==> config.mk <==
export PLATFORM = sky130hd
export DESIGN_NAME = tiered_nearest_hand_select_core
export DESIGN_NICKNAME = d
export VERILOG_FILES = /design/src/design/tnhs_pkg.sv /design/src/design/tiered_nearest_hand_select_core.sv /design/src/design/tnhs_sqdist.sv
export SDC_FILE = /design/constraint.sdc
export NUM_CORES = 2
export LEC_CHECK = 0
export ABC_AREA = 0
export BUFFER_PORTS_ARGS = -buffer_cell sky130_fd_sc_hd__buf_2
export CORE_MARGIN = 2
export CORE_UTILIZATION = 65
export DETAILED_ROUTE_END_ITERATION = 8
export GPL_ROUTABILITY_DRIVEN = 0
export GPL_TIMING_DRIVEN = 1
export HOLD_SLACK_MARGIN = 0.03
export PLACE_DENSITY_LB_ADDON = 0.08
export SETUP_SLACK_MARGIN = 0.5
export SYNTH_ARGS = -nofsm -noshare
export SYNTH_HDL_FRONTEND = slang
export SYNTH_SLANG_ARGS = --single-unit
==> constraint.sdc <==
create_clock -name clock -period 13.11 [get_ports clock]
set_input_delay 0.6555 -clock clock [delete_from_list [all_inputs] [get_ports clock]]
set_output_delay 0.6555 -clock clock [all_outputs]
set_load 0.01 [all_outputs]
==> src/design/tnhs_pkg.sv <==
// ============================================================================
// Tiered nearest hand select package
// Shared transaction types, field widths and codes of the hand select core.
// ============================================================================
package tnhs_pkg;

   localparam int COORD_BITS  = 24;
   localparam int PERSON_BITS = 16;
   localparam int SIDE_BITS   = 2;
   localparam int KIND_BITS   = 2;
   localparam int TIER_BITS   = 2;
   localparam int DIST_BITS   = 2 * COORD_BITS + 2;

   localparam logic [KIND_BITS-1:0] KIND_START = 2'd0;
   localparam logic [KIND_BITS-1:0] KIND_HAND  = 2'd1;
   localparam logic [KIND_BITS-1:0] KIND_END   = 2'd2;

   localparam logic [TIER_BITS-1:0] TIER_EXACT  = 2'd0;
   localparam logic [TIER_BITS-1:0] TIER_PERSON = 2'd1;
   localparam logic [TIER_BITS-1:0] TIER_ANY    = 2'd2;
   localparam logic [TIER_BITS-1:0] TIER_NONE   = 2'd3;

   typedef struct packed {
      logic [KIND_BITS-1:0]          kind;
      logic [PERSON_BITS-1:0]        query_person;
      logic [SIDE_BITS-1:0]          query_side;
      logic signed [COORD_BITS-1:0]  near_x;
      logic signed [COORD_BITS-1:0]  near_y;
      logic [PERSON_BITS-1:0]        hand_person;
      logic [SIDE_BITS-1:0]          hand_side;
      logic signed [COORD_BITS-1:0]  hand_x;
      logic signed [COORD_BITS-1:0]  hand_y;
      logic                          hand_finite;
   } req_type;

   typedef struct packed {
      logic                          found;
      logic signed [COORD_BITS-1:0]  center_x;
      logic signed [COORD_BITS-1:0]  center_y;
      logic [TIER_BITS-1:0]          match_tier;
   } rsp_type;

endpackage

==> src/design/tiered_nearest_hand_select_core.sv <==
// ============================================================================
// Tiered nearest hand select core
// Picks one hand center for a query in three priority tiers in one pass.
// ============================================================================
// A start transaction on req loads the person id, the hand side and the
// fallback point, and clears the three candidates. Each finite hand
// transaction then updates the first exact match, the nearest hand of the
// wanted person and the nearest hand overall. An end transaction produces
// one rsp transaction with the best tier's center, or not-found; other
// transactions produce nothing.
// The core is a three stage pipeline: an input register, a stage that holds
// the squared distance of the record, and the rsp output register. One
// transaction is accepted every cycle while req_ready is high. The rsp
// transaction of an end moves from the input register to the second stage,
// and into the output register once it is free. When the receiver stalls,
// the result waits in the output register; an end that reaches the second
// stage while the output is still full waits there, and req_ready drops as
// soon as the input register also holds a transaction, staying low until
// rsp is taken. Reset clears the query, the candidates and all valid bits.
module tiered_nearest_hand_select_core
   import tnhs_pkg::*;
(
   input  logic    clock,
   input  logic    reset,
   input  logic    req_valid,
   output logic    req_ready,
   input  req_type req_payload,
   output logic    rsp_valid,
   input  logic    rsp_ready,
   output rsp_type rsp_payload
);

   typedef struct packed {
      logic [KIND_BITS-1:0]         kind;
      logic                         finite;
      logic                         person_match;
      logic                         exact_match;
      logic signed [COORD_BITS-1:0] x;
      logic signed [COORD_BITS-1:0] y;
      logic [DIST_BITS-1:0]         sq_dist;
   } stage_type;

   logic                         s1_valid_ff;
   req_type                      s1_item_ff;
   logic                         s2_valid_ff;
   stage_type                    s2_item_ff;
   stage_type                    s2_item_in;
   logic                         rsp_valid_ff;
   rsp_type                      rsp_payload_ff;
   rsp_type                      rsp_payload_in;

   logic [PERSON_BITS-1:0]       want_person_ff;
   logic [SIDE_BITS-1:0]         want_side_ff;
   logic signed [COORD_BITS-1:0] ref_x_ff;
   logic signed [COORD_BITS-1:0] ref_y_ff;

   logic                         exact_hit_ff;
   logic signed [COORD_BITS-1:0] exact_x_ff;
   logic signed [COORD_BITS-1:0] exact_y_ff;
   logic                         person_hit_ff;
   logic [DIST_BITS-1:0]         person_dist_ff;
   logic signed [COORD_BITS-1:0] person_x_ff;
   logic signed [COORD_BITS-1:0] person_y_ff;
   logic                         any_hit_ff;
   logic [DIST_BITS-1:0]         any_dist_ff;
   logic signed [COORD_BITS-1:0] any_x_ff;
   logic signed [COORD_BITS-1:0] any_y_ff;

   logic                         out_free;
   logic                         s2_go;
   logic                         s1_go;
   logic                         s2_fire;
   logic                         hand_fire;
   logic                         person_less;
   logic                         any_less;
   logic [DIST_BITS-1:0]         sq_dist;

   tnhs_sqdist u_sqdist (
      .hand_x  (s1_item_ff.hand_x),
      .hand_y  (s1_item_ff.hand_y),
      .ref_x   (ref_x_ff),
      .ref_y   (ref_y_ff),
      .sq_dist (sq_dist)
   );

   assign out_free  = !rsp_valid_ff || rsp_ready;
   assign s2_go     = !s2_valid_ff || (s2_item_ff.kind != KIND_END) || out_free;
   assign s1_go     = !s1_valid_ff || s2_go;
   assign req_ready = s1_go;
   assign s2_fire   = s2_valid_ff && s2_go;
   assign hand_fire = s2_fire && (s2_item_ff.kind == KIND_HAND) && s2_item_ff.finite;

   assign person_less = !person_hit_ff || (s2_item_ff.sq_dist < person_dist_ff);
   assign any_less    = !any_hit_ff || (s2_item_ff.sq_dist < any_dist_ff);

   always_comb begin
      s2_item_in.kind         = s1_item_ff.kind;
      s2_item_in.finite       = s1_item_ff.hand_finite;
      s2_item_in.person_match = (s1_item_ff.hand_person == want_person_ff);
      s2_item_in.exact_match  = (s1_item_ff.hand_person == want_person_ff) &&
                                (s1_item_ff.hand_side == want_side_ff);
      s2_item_in.x            = s1_item_ff.hand_x;
      s2_item_in.y            = s1_item_ff.hand_y;
      s2_item_in.sq_dist      = sq_dist;
   end

   always_comb begin
      rsp_payload_in.found      = 1'b1;
      rsp_payload_in.center_x   = '0;
      rsp_payload_in.center_y   = '0;
      rsp_payload_in.match_tier = TIER_NONE;
      if (exact_hit_ff) begin
         rsp_payload_in.center_x   = exact_x_ff;
         rsp_payload_in.center_y   = exact_y_ff;
         rsp_payload_in.match_tier = TIER_EXACT;
      end else if (person_hit_ff) begin
         rsp_payload_in.center_x   = person_x_ff;
         rsp_payload_in.center_y   = person_y_ff;
         rsp_payload_in.match_tier = TIER_PERSON;
      end else if (any_hit_ff) begin
         rsp_payload_in.center_x   = any_x_ff;
         rsp_payload_in.center_y   = any_y_ff;
         rsp_payload_in.match_tier = TIER_ANY;
      end else begin
         rsp_payload_in.found = 1'b0;
      end
   end

   always_ff @(posedge clock) begin
      if (s1_go) begin
         s1_item_ff <= req_payload;
      end
      if (s2_go) begin
         s2_item_ff <= s2_item_in;
      end
      if (s2_fire && (s2_item_ff.kind == KIND_END)) begin
         rsp_payload_ff <= rsp_payload_in;
      end
      if (hand_fire && s2_item_ff.exact_match && !exact_hit_ff) begin
         exact_x_ff <= s2_item_ff.x;
         exact_y_ff <= s2_item_ff.y;
      end
      if (hand_fire && s2_item_ff.person_match && person_less) begin
         person_dist_ff <= s2_item_ff.sq_dist;
         person_x_ff    <= s2_item_ff.x;
         person_y_ff    <= s2_item_ff.y;
      end
      if (hand_fire && any_less) begin
         any_dist_ff <= s2_item_ff.sq_dist;
         any_x_ff    <= s2_item_ff.x;
         any_y_ff    <= s2_item_ff.y;
      end
   end

   always_ff @(posedge clock) begin
      if (reset) begin
         s1_valid_ff    <= 1'b0;
         s2_valid_ff    <= 1'b0;
         rsp_valid_ff   <= 1'b0;
         want_person_ff <= '0;
         want_side_ff   <= '0;
         ref_x_ff       <= '0;
         ref_y_ff       <= '0;
         exact_hit_ff   <= 1'b0;
         person_hit_ff  <= 1'b0;
         any_hit_ff     <= 1'b0;
      end else begin
         if (s1_go) begin
            s1_valid_ff <= req_valid;
         end
         if (s2_go) begin
            s2_valid_ff <= s1_valid_ff;
         end
         if (s2_fire && (s2_item_ff.kind == KIND_END)) begin
            rsp_valid_ff <= 1'b1;
         end else if (rsp_ready) begin
            rsp_valid_ff <= 1'b0;
         end
         if (s1_valid_ff && s2_go && (s1_item_ff.kind == KIND_START)) begin
            want_person_ff <= s1_item_ff.query_person;
            want_side_ff   <= s1_item_ff.query_side;
            ref_x_ff       <= s1_item_ff.near_x;
            ref_y_ff       <= s1_item_ff.near_y;
         end
         if (s2_fire && (s2_item_ff.kind == KIND_START)) begin
            exact_hit_ff  <= 1'b0;
            person_hit_ff <= 1'b0;
            any_hit_ff    <= 1'b0;
         end else if (hand_fire) begin
            if (s2_item_ff.exact_match) begin
               exact_hit_ff <= 1'b1;
            end
            if (s2_item_ff.person_match) begin
               person_hit_ff <= 1'b1;
            end
            any_hit_ff <= 1'b1;
         end
      end
   end

   assign rsp_valid   = rsp_valid_ff;
   assign rsp_payload = rsp_payload_ff;

`ifndef SYNTH
   a_exact_implies_person: assert property (@(posedge clock) disable iff (reset)
      exact_hit_ff |-> person_hit_ff)
      else $error("exact candidate without a person candidate");

   a_person_implies_any: assert property (@(posedge clock) disable iff (reset)
      person_hit_ff |-> any_hit_ff)
      else $error("person candidate without an overall candidate");

   a_any_nearest: assert property (@(posedge clock) disable iff (reset)
      (person_hit_ff && any_hit_ff) |-> (any_dist_ff <= person_dist_ff))
      else $error("overall candidate farther than person candidate");

   a_end_held: assert property (@(posedge clock) disable iff (reset)
      (s2_valid_ff && (s2_item_ff.kind == KIND_END) && !out_free)
      |=> (s2_valid_ff && (s2_item_ff.kind == KIND_END)))
      else $error("end transaction lost while output was full");

   a_not_found_zero: assert property (@(posedge clock) disable iff (reset)
      (rsp_valid_ff && !rsp_payload_ff.found) |->
      ((rsp_payload_ff.match_tier == TIER_NONE) && (rsp_payload_ff.center_x == '0) &&
       (rsp_payload_ff.center_y == '0)))
      else $error("not-found result carries a center");
`endif

endmodule

==> src/design/tnhs_sqdist.sv <==
// ============================================================================
// Squared distance unit
// Squared Euclidean distance between a hand center and the fallback point.
// ============================================================================
module tnhs_sqdist
   import tnhs_pkg::*;
(
   input  logic signed [COORD_BITS-1:0] hand_x,
   input  logic signed [COORD_BITS-1:0] hand_y,
   input  logic signed [COORD_BITS-1:0] ref_x,
   input  logic signed [COORD_BITS-1:0] ref_y,
   output logic [DIST_BITS-1:0]         sq_dist
);

   logic signed [COORD_BITS:0] diff_x;
   logic signed [COORD_BITS:0] diff_y;
   logic [COORD_BITS:0]        mag_x;
   logic [COORD_BITS:0]        mag_y;
   logic [DIST_BITS-1:0]       sq_x;
   logic [DIST_BITS-1:0]       sq_y;

   assign diff_x  = {hand_x[COORD_BITS-1], hand_x} - {ref_x[COORD_BITS-1], ref_x};
   assign diff_y  = {hand_y[COORD_BITS-1], hand_y} - {ref_y[COORD_BITS-1], ref_y};
   assign mag_x   = diff_x[COORD_BITS] ? (COORD_BITS+1)'(-diff_x) : diff_x;
   assign mag_y   = diff_y[COORD_BITS] ? (COORD_BITS+1)'(-diff_y) : diff_y;
   assign sq_x    = DIST_BITS'(mag_x) * DIST_BITS'(mag_x);
   assign sq_y    = DIST_BITS'(mag_y) * DIST_BITS'(mag_y);
   assign sq_dist = sq_x + sq_y;

endmodule

## After elaboration in Yosys (flattened, before gate mapping)

Cells that the tools add are included.

- Add/subtract/negate cells: 5
- $mul: 2
- Divide/modulo/power cells: 0
- Order comparisons: 2
- Eq/ne operators: 5
- Shift operators: 0
- Muxes and demuxes: 8
- Bitwise logic cells: 0
- Reduce and logical (&&, ||, !) cells: 32

Operator list:

| cell | number |
|---|---|
| $mux 50 | 3 |
| $lt 50x50->1 | 2 |
| $mul 25x25->50 | 2 |
| $add 50x50->50 | 1 |
| $mux 25 | 2 |
| $neg 25->25 | 2 |
| $sub 24x24->25 | 2 |
| $eq 16x16->1 | 1 |
| $logic_and 1x1->1 | 13 |
| $logic_not 1->1 | 6 |
| $logic_or 1x1->1 | 6 |
| $logic_not 2->1 | 2 |
| $reduce_and 2->1 | 2 |
| $reduce_or 2->1 | 2 |
| $mux 1 | 3 |
| $eq 2x1->1 const B | 1 |
| $eq 2x2->1 | 1 |
| $eq 2x2->1 const B | 1 |
| $ne 2x2->1 const B | 1 |
| $reduce_bool 2->1 | 1 |

- Flip-flop bits (word level): 605
- Bits in latches: 0
- Memory bits (writable): 0
- Bits in read-only memories: 0
- Input port bits: 139
- Output and inout port bits: 53
- Word-level logic and storage cells: 94
- Memories kept: 0

## Logic depth before layout (Yosys ltp)

- Depth after elaboration: 8
- Mapped depth: 45
- Gate-level depth less buffers: 43

## Cells and area by module

A second synthesis with hierarchy kept.

- Cells, all modules: 5852
- Area total of the unflattened synthesis: 61966.9 um^2

Modules (own cells, without submodules):

| module | times used | cells an instance | area an instance (um^2) | seq. area each (um^2) |
|---|---|---|---|---|
| tnhs_sqdist | 1 | 4456 | 39874.5 | 0.0 |
| tiered_nearest_hand_select_core | 1 | 1396 | 22092.4 | 17446.7 |

## Least setup slack after synthesis

OpenSTA, ideal clock, no wires.

- Path kind: reg-to-reg
- From: register s1_item_ff[25] (netlist name)
- To: register s2_item_ff[45] (netlist name), data pin
- Setup time: 265 ps
- Arrival time: 10789 ps
- Data required time: 12845 ps
- Slack: 2055 ps
- Cell stages (with the launch flop): 43
- Path buffers: 1
- Period minus slack after synthesis: 11055 ps
- Cell sequence: edfxtp_1 -> inv_1 -> ha_1 -> inv_1 -> fa_1 -> a21o_1 -> a21oi_1 -> xnor2_1 -> or3_1 -> or3_1 -> nor3_2 -> and3_4 -> nor2_1 -> xor2_1 -> inv_2 -> buf_2 -> nor2_1 -> fa_1 -> [7 not listed] -> inv_1 -> fa_1 -> inv_1 -> fa_1 -> fa_1 -> fa_1 -> inv_1 -> ha_1 -> and4_1 -> and2_1 -> a221oi_1 -> nand3_1 -> a211oi_1 -> o31ai_1 -> o31ai_1 -> o21ba_2 -> o21ai_0 -> xor2_1

RTL lines:

| what | line | source |
|---|---|---|
| from (decl) | tiered_nearest_hand_select_core.sv:44 | `req_type s1_item_ff;` |
| from (signal assigned) | tiered_nearest_hand_select_core.sv:131 | `s1_item_ff <= req_payload;` |
| to (signal assigned) | tiered_nearest_hand_select_core.sv:134 | `s2_item_ff <= s2_item_in;` |
| to (decl) | tiered_nearest_hand_select_core.sv:46 | `stage_type s2_item_ff;` |

==> report_table.html <==
<table>
<tr><th>Metric</th><th>Value</th></tr>
<tr><th colspan="2">STA</th></tr>
<tr><td>Setup TNS</td><td>0 ns</td></tr>
<tr><td>Shortest period the worst path allows</td><td>~12 ns</td></tr>
<tr><td>Slew at the pin closest to its max-slew limit</td><td>between 1 and 1.5 ns</td></tr>
<tr><td>Headroom to the max-slew limit</td><td>around a quarter</td></tr>
<tr><td>Achievable Freq</td><td>82.6 MHz</td></tr>
<tr><td>RSZ-0062 raised after global routing</td><td>no</td></tr>
<tr><td>Endpoints failing hold</td><td>0</td></tr>
<tr><td>Period Utilization, post-route</td><td>92.3%</td></tr>
<tr><td>Layout Skew</td><td>about 0.055 ns</td></tr>
<tr><td>Max-slew violation count</td><td>0</td></tr>
<tr><td>Final setup violating endpoints</td><td>0</td></tr>
<tr><th colspan="2">Clock tree</th></tr>
<tr><td>Clk Latency, worst-skew pair</td><td>roughly 0.65 ns</td></tr>
<tr><td>Master cell of the clock root buffer</td><td>clkbuf_16</td></tr>
<tr><td>Reg clk slew, reported paths</td><td>around 0.060 ns</td></tr>
<tr><td>CTS max path bufs</td><td>3</td></tr>
<tr><td>Inserted Clock Buffers</td><td>60</td></tr>
<tr><td>Total clock sinks</td><td>between 600 and 700</td></tr>
<tr><td>Number of H-tree levels</td><td>2</td></tr>
<tr><td>TritonCTS clock tree</td><td>built</td></tr>
<tr><td>CTS hold repair buffers</td><td>0</td></tr>
<tr><th colspan="2">Synthesis</th></tr>
<tr><td>Post-synthesis async set-or-reset flop share</td><td>0%</td></tr>
<tr><td>Post-synthesis instance area</td><td>61800 sq um</td></tr>
<tr><td>Adder-Cell Fraction of Synth Area</td><td>between 40% and 50%</td></tr>
<tr><td>Number of flip-flops and latches in the synthesized netlist</td><td>approximately 600</td></tr>
<tr><td>Post-Synth Simple-Gate Area</td><td>a little under 9%</td></tr>
<tr><td>Post-synthesis compound-gate area fraction</td><td>6.84%</td></tr>
<tr><td>Mean cell area of the mapped netlist</td><td>between 10 and 15 sq um</td></tr>
<tr><td>Count of warnings emitted by yosys</td><td>0</td></tr>
<tr><td>Fraction of the yosys area taken by sequential cells</td><td>about 28%</td></tr>
<tr><td>Most instantiated flip-flop cell in the synthesis netlist</td><td>edfxtp_1</td></tr>
<tr><td>Largest family of logic cells by synthesized area</td><td>adder cells</td></tr>
<tr><td>Xor/xnor share of the synthesized area</td><td>between 2 and 2.5%</td></tr>
<tr><td>Count of cell types in the netlist</td><td>102</td></tr>
<tr><td>Synthesized instance count</td><td>~5.8k</td></tr>
<tr><td>Count of flip-flops with a built-in enable after synthesis</td><td>between 500 and 600</td></tr>
<tr><td>Share of synthesized area spent on multiplexers</td><td>0.152%</td></tr>
<tr><th colspan="2">Floorplan</th></tr>
<tr><td>Starting density of the core</td><td>roughly 65%</td></tr>
<tr><td>FP Rows</td><td>113</td></tr>
<tr><td>Width of the die</td><td>between 300 and 400 um</td></tr>
<tr><td>Die Area</td><td>between 90000 and 100000 sq um</td></tr>
<tr><td>Vertical die dimension</td><td>around 310 um</td></tr>
<tr><td>Floorplan core area</td><td>about 95000 sq um</td></tr>
<tr><td>Ports</td><td>between 150 and 200</td></tr>
<tr><th colspan="2">Placed design</th></tr>
<tr><td>Count of port buffers added during placement</td><td>191</td></tr>
<tr><td>Final HPWL from detailed placement</td><td>about 130000 um</td></tr>
<tr><td>Area of placed instances</td><td>roughly 65000 sq um</td></tr>
<tr><th colspan="2">Setup path</th></tr>
<tr><td>Worst Path Required</td><td>between 10 and 15 ns</td></tr>
<tr><td>Setup slack of the worst register-to-register path</td><td>just over 1 ns</td></tr>
<tr><td>Largest incremental delay on the critical path</td><td>around 0.54 ns</td></tr>
<tr><td>Critical path type</td><td>reg2reg</td></tr>
<tr><td>Critical Path End Type</td><td>register</td></tr>
<tr><td>Most repeated library cell on the critical path</td><td>inv_1</td></tr>
<tr><td>Critical path launch point type</td><td>register</td></tr>
<tr><td>Cell with the largest stage delay on the worst path</td><td>fa_1</td></tr>
<tr><td>Maximum fanout along the worst path</td><td>15</td></tr>
<tr><td>Arrival time worst endpoint</td><td>12.45 ns</td></tr>
<tr><th colspan="2">Layout</th></tr>
<tr><td>Fin area</td><td>about 67000 sq um</td></tr>
<tr><td>Fraction of final layout cells with drive strength greater than 1</td><td>under 10%</td></tr>
<tr><td>Area growth from synthesis to layout</td><td>8.48%</td></tr>
<tr><td>Share of the core filled with cells</td><td>a little under three quarters</td></tr>
<tr><td>Net count of the finished layout</td><td>7697</td></tr>
<tr><td>Most frequent standard cell in the layout excluding fill and tap cells</td><td>inv_1</td></tr>
<tr><td>Most frequent cells in the layout</td><td>1389 x inv_1, 1039 x fa_1, 548 x nand2_1, 533 x edfxtp_1, 507 x ha_1</td></tr>
<tr><th colspan="2">Global route</th></tr>
<tr><td>Met3 Track Usage GR</td><td>under 10%</td></tr>
<tr><td>Total global routing overflow</td><td>0</td></tr>
<tr><td>Largest net degree at the start of global routing</td><td>slightly above 100</td></tr>
<tr><td>Total Routing Usage GR</td><td>about a third</td></tr>
<tr><td>Global-route wire length before repair</td><td>between 200000 and 300000 um</td></tr>
<tr><td>Number of global-route vias before repair</td><td>45.6k</td></tr>
<tr><td>Antenna violations before repair</td><td>7</td></tr>
<tr><td>Met1 GRT Util</td><td>between 40% and 50%</td></tr>
<tr><td>Global routing met2 resource utilization</td><td>a little under three fifths</td></tr>
<tr><td>GR peak layer</td><td>met2</td></tr>
<tr><th colspan="2">Routing</th></tr>
<tr><td>Via density per instance</td><td>5.65</td></tr>
<tr><td>DRC violation count after routing</td><td>0</td></tr>
<tr><td>Routed via count</td><td>41.4k</td></tr>
<tr><td>DR iter-0 viols</td><td>about 3.1k</td></tr>
<tr><td>Per-cell routed wire length</td><td>21.3 um</td></tr>
<tr><td>Total Wirelength</td><td>156000 um</td></tr>
<tr><td>Post-DRT Antenna Nets</td><td>0</td></tr>
<tr><td>Drt pass-1 iters</td><td>6</td></tr>
<tr><th colspan="2">Job</th></tr>
<tr><td>Max-cap violation count</td><td>0</td></tr>
<tr><th colspan="2">Min path</th></tr>
<tr><td>Classification of the worst-slack hold path</td><td>in2reg</td></tr>
<tr><th colspan="2">Outcome</th></tr>
<tr><td>Outcome</td><td>finished, final reports clean</td></tr>
</table>
final cells by class:
| type | count | area [sq um] |
|---|---|---|
| clock inverters | 33 | 462 |
| repair buffers | 287 | 1680 |
| flip-flops and latches | 605 | 17400 |
| multi-input cells | 3649 | 38800 |
| diodes | 3 | 7.51 |
| well taps | 1265 | 1580 |
| inverters | 1409 | 5300 |
| clock buffers | 81 | 1680 |
| fillers | 7031 | 27600 |
Yosys cell counts (all sizes together), types with 10 or more instances:
cell / instances / area, sq um
nor3: 29 / 155
nor2b: 21 / 139
clkbuf: 124 / 465
o21ai: 123 / 619
nand3: 40 / 200
and3: 17 / 111
nor2: 428 / 1610
nor4: 19 / 149
or3: 17 / 111
a21o: 110 / 826
a21oi: 196 / 996
nand2b: 31 / 194
ha: 507 / 6340
dfxtp: 72 / 1440
a31oi: 16 / 106
a211oi: 17 / 133
o211ai: 11 / 82.6
fa: 1039 / 20800
o21bai: 17 / 131
a22oi: 50 / 375
buf: 41 / 191
edfxtp: 533 / 16000
xor2: 48 / 450
xnor2: 104 / 967
nand2: 551 / 2070
inv: 1405 / 5270
nand4: 36 / 225
or2: 12 / 75.1
a2111oi: 11 / 128
and2: 29 / 181
o21a: 20 / 151
o31ai: 10 / 80.1
critical path: cells and delay by family, from the launching register on:
kind	cells	cell delay [ns]
AOI/OAI and AO/OA	8	1.74
xor gates and xnor gates	4	0.62
adders and majority gates	12	5.51
buffers and inverters	15	1.50
DFF	1	0.38
and+or+nand+nor	7	2.01
worst paths after layout:
path	startpoint	to	cells after the start
worst min-delay path	req_payload[2]	s1_item_ff[2]	1
worst max-delay path	s1_item_ff[25]	s2_item_ff[49]	46
worst max register to register	s1_item_ff[25]	s2_item_ff[49]	46
worst min register to register	s1_item_ff[27]	s2_item_ff[76]	0
sequential cells by signal (all words and copies together), names as in the netlist, 50 cells and up:
register,cells
any_dist_ff,50
rsp_payload,51
s2_item_ff,103
person_dist_ff,50
s1_item_ff,135
logic make-up (layout without fill, tap and decap cells):
family | count (synthesis) | count (layout)
XOR/XNOR | 152 | 152
other | 2 | 41
adder cells (fa/ha/maj) | 1546 | 1546
AND/OR/NAND/NOR | 1260 | 1260
multiplexers | 9 | 9
buffers and inverters | 1574 | 1810
AO/OA/AOI/OAI | 644 | 644
flip-flops | 605 | 605
per-layer routing:
metal	vias to the layer above	routed length, um
met5	-	9
met4	2	11700
met3	512	11200
met2	1513	77900
met1	20900	55700
li1	18500	-
repair_timing:
action | in CTS | in global routing
setup endpoints to repair | 6 | 15
pin swaps | 0 | 2
buffers inserted | 0 | 1
gates resized for setup | 3 | 25
through the flow:
step                      instances  worst slack (ns)  hold slack (ns)
after global routing           7332             0.527            0.154
final                          7332              1.01            0.179
after detailed placement       7214             0.405            0.421
after floorplan                5828              2.06            0.400
after global placement         7214             0.608            0.418
after CTS                      7328             0.753            0.147
Power is not shown: default switching activity piles up to over one toggle a cycle in this logic, so the estimate is an artifact.
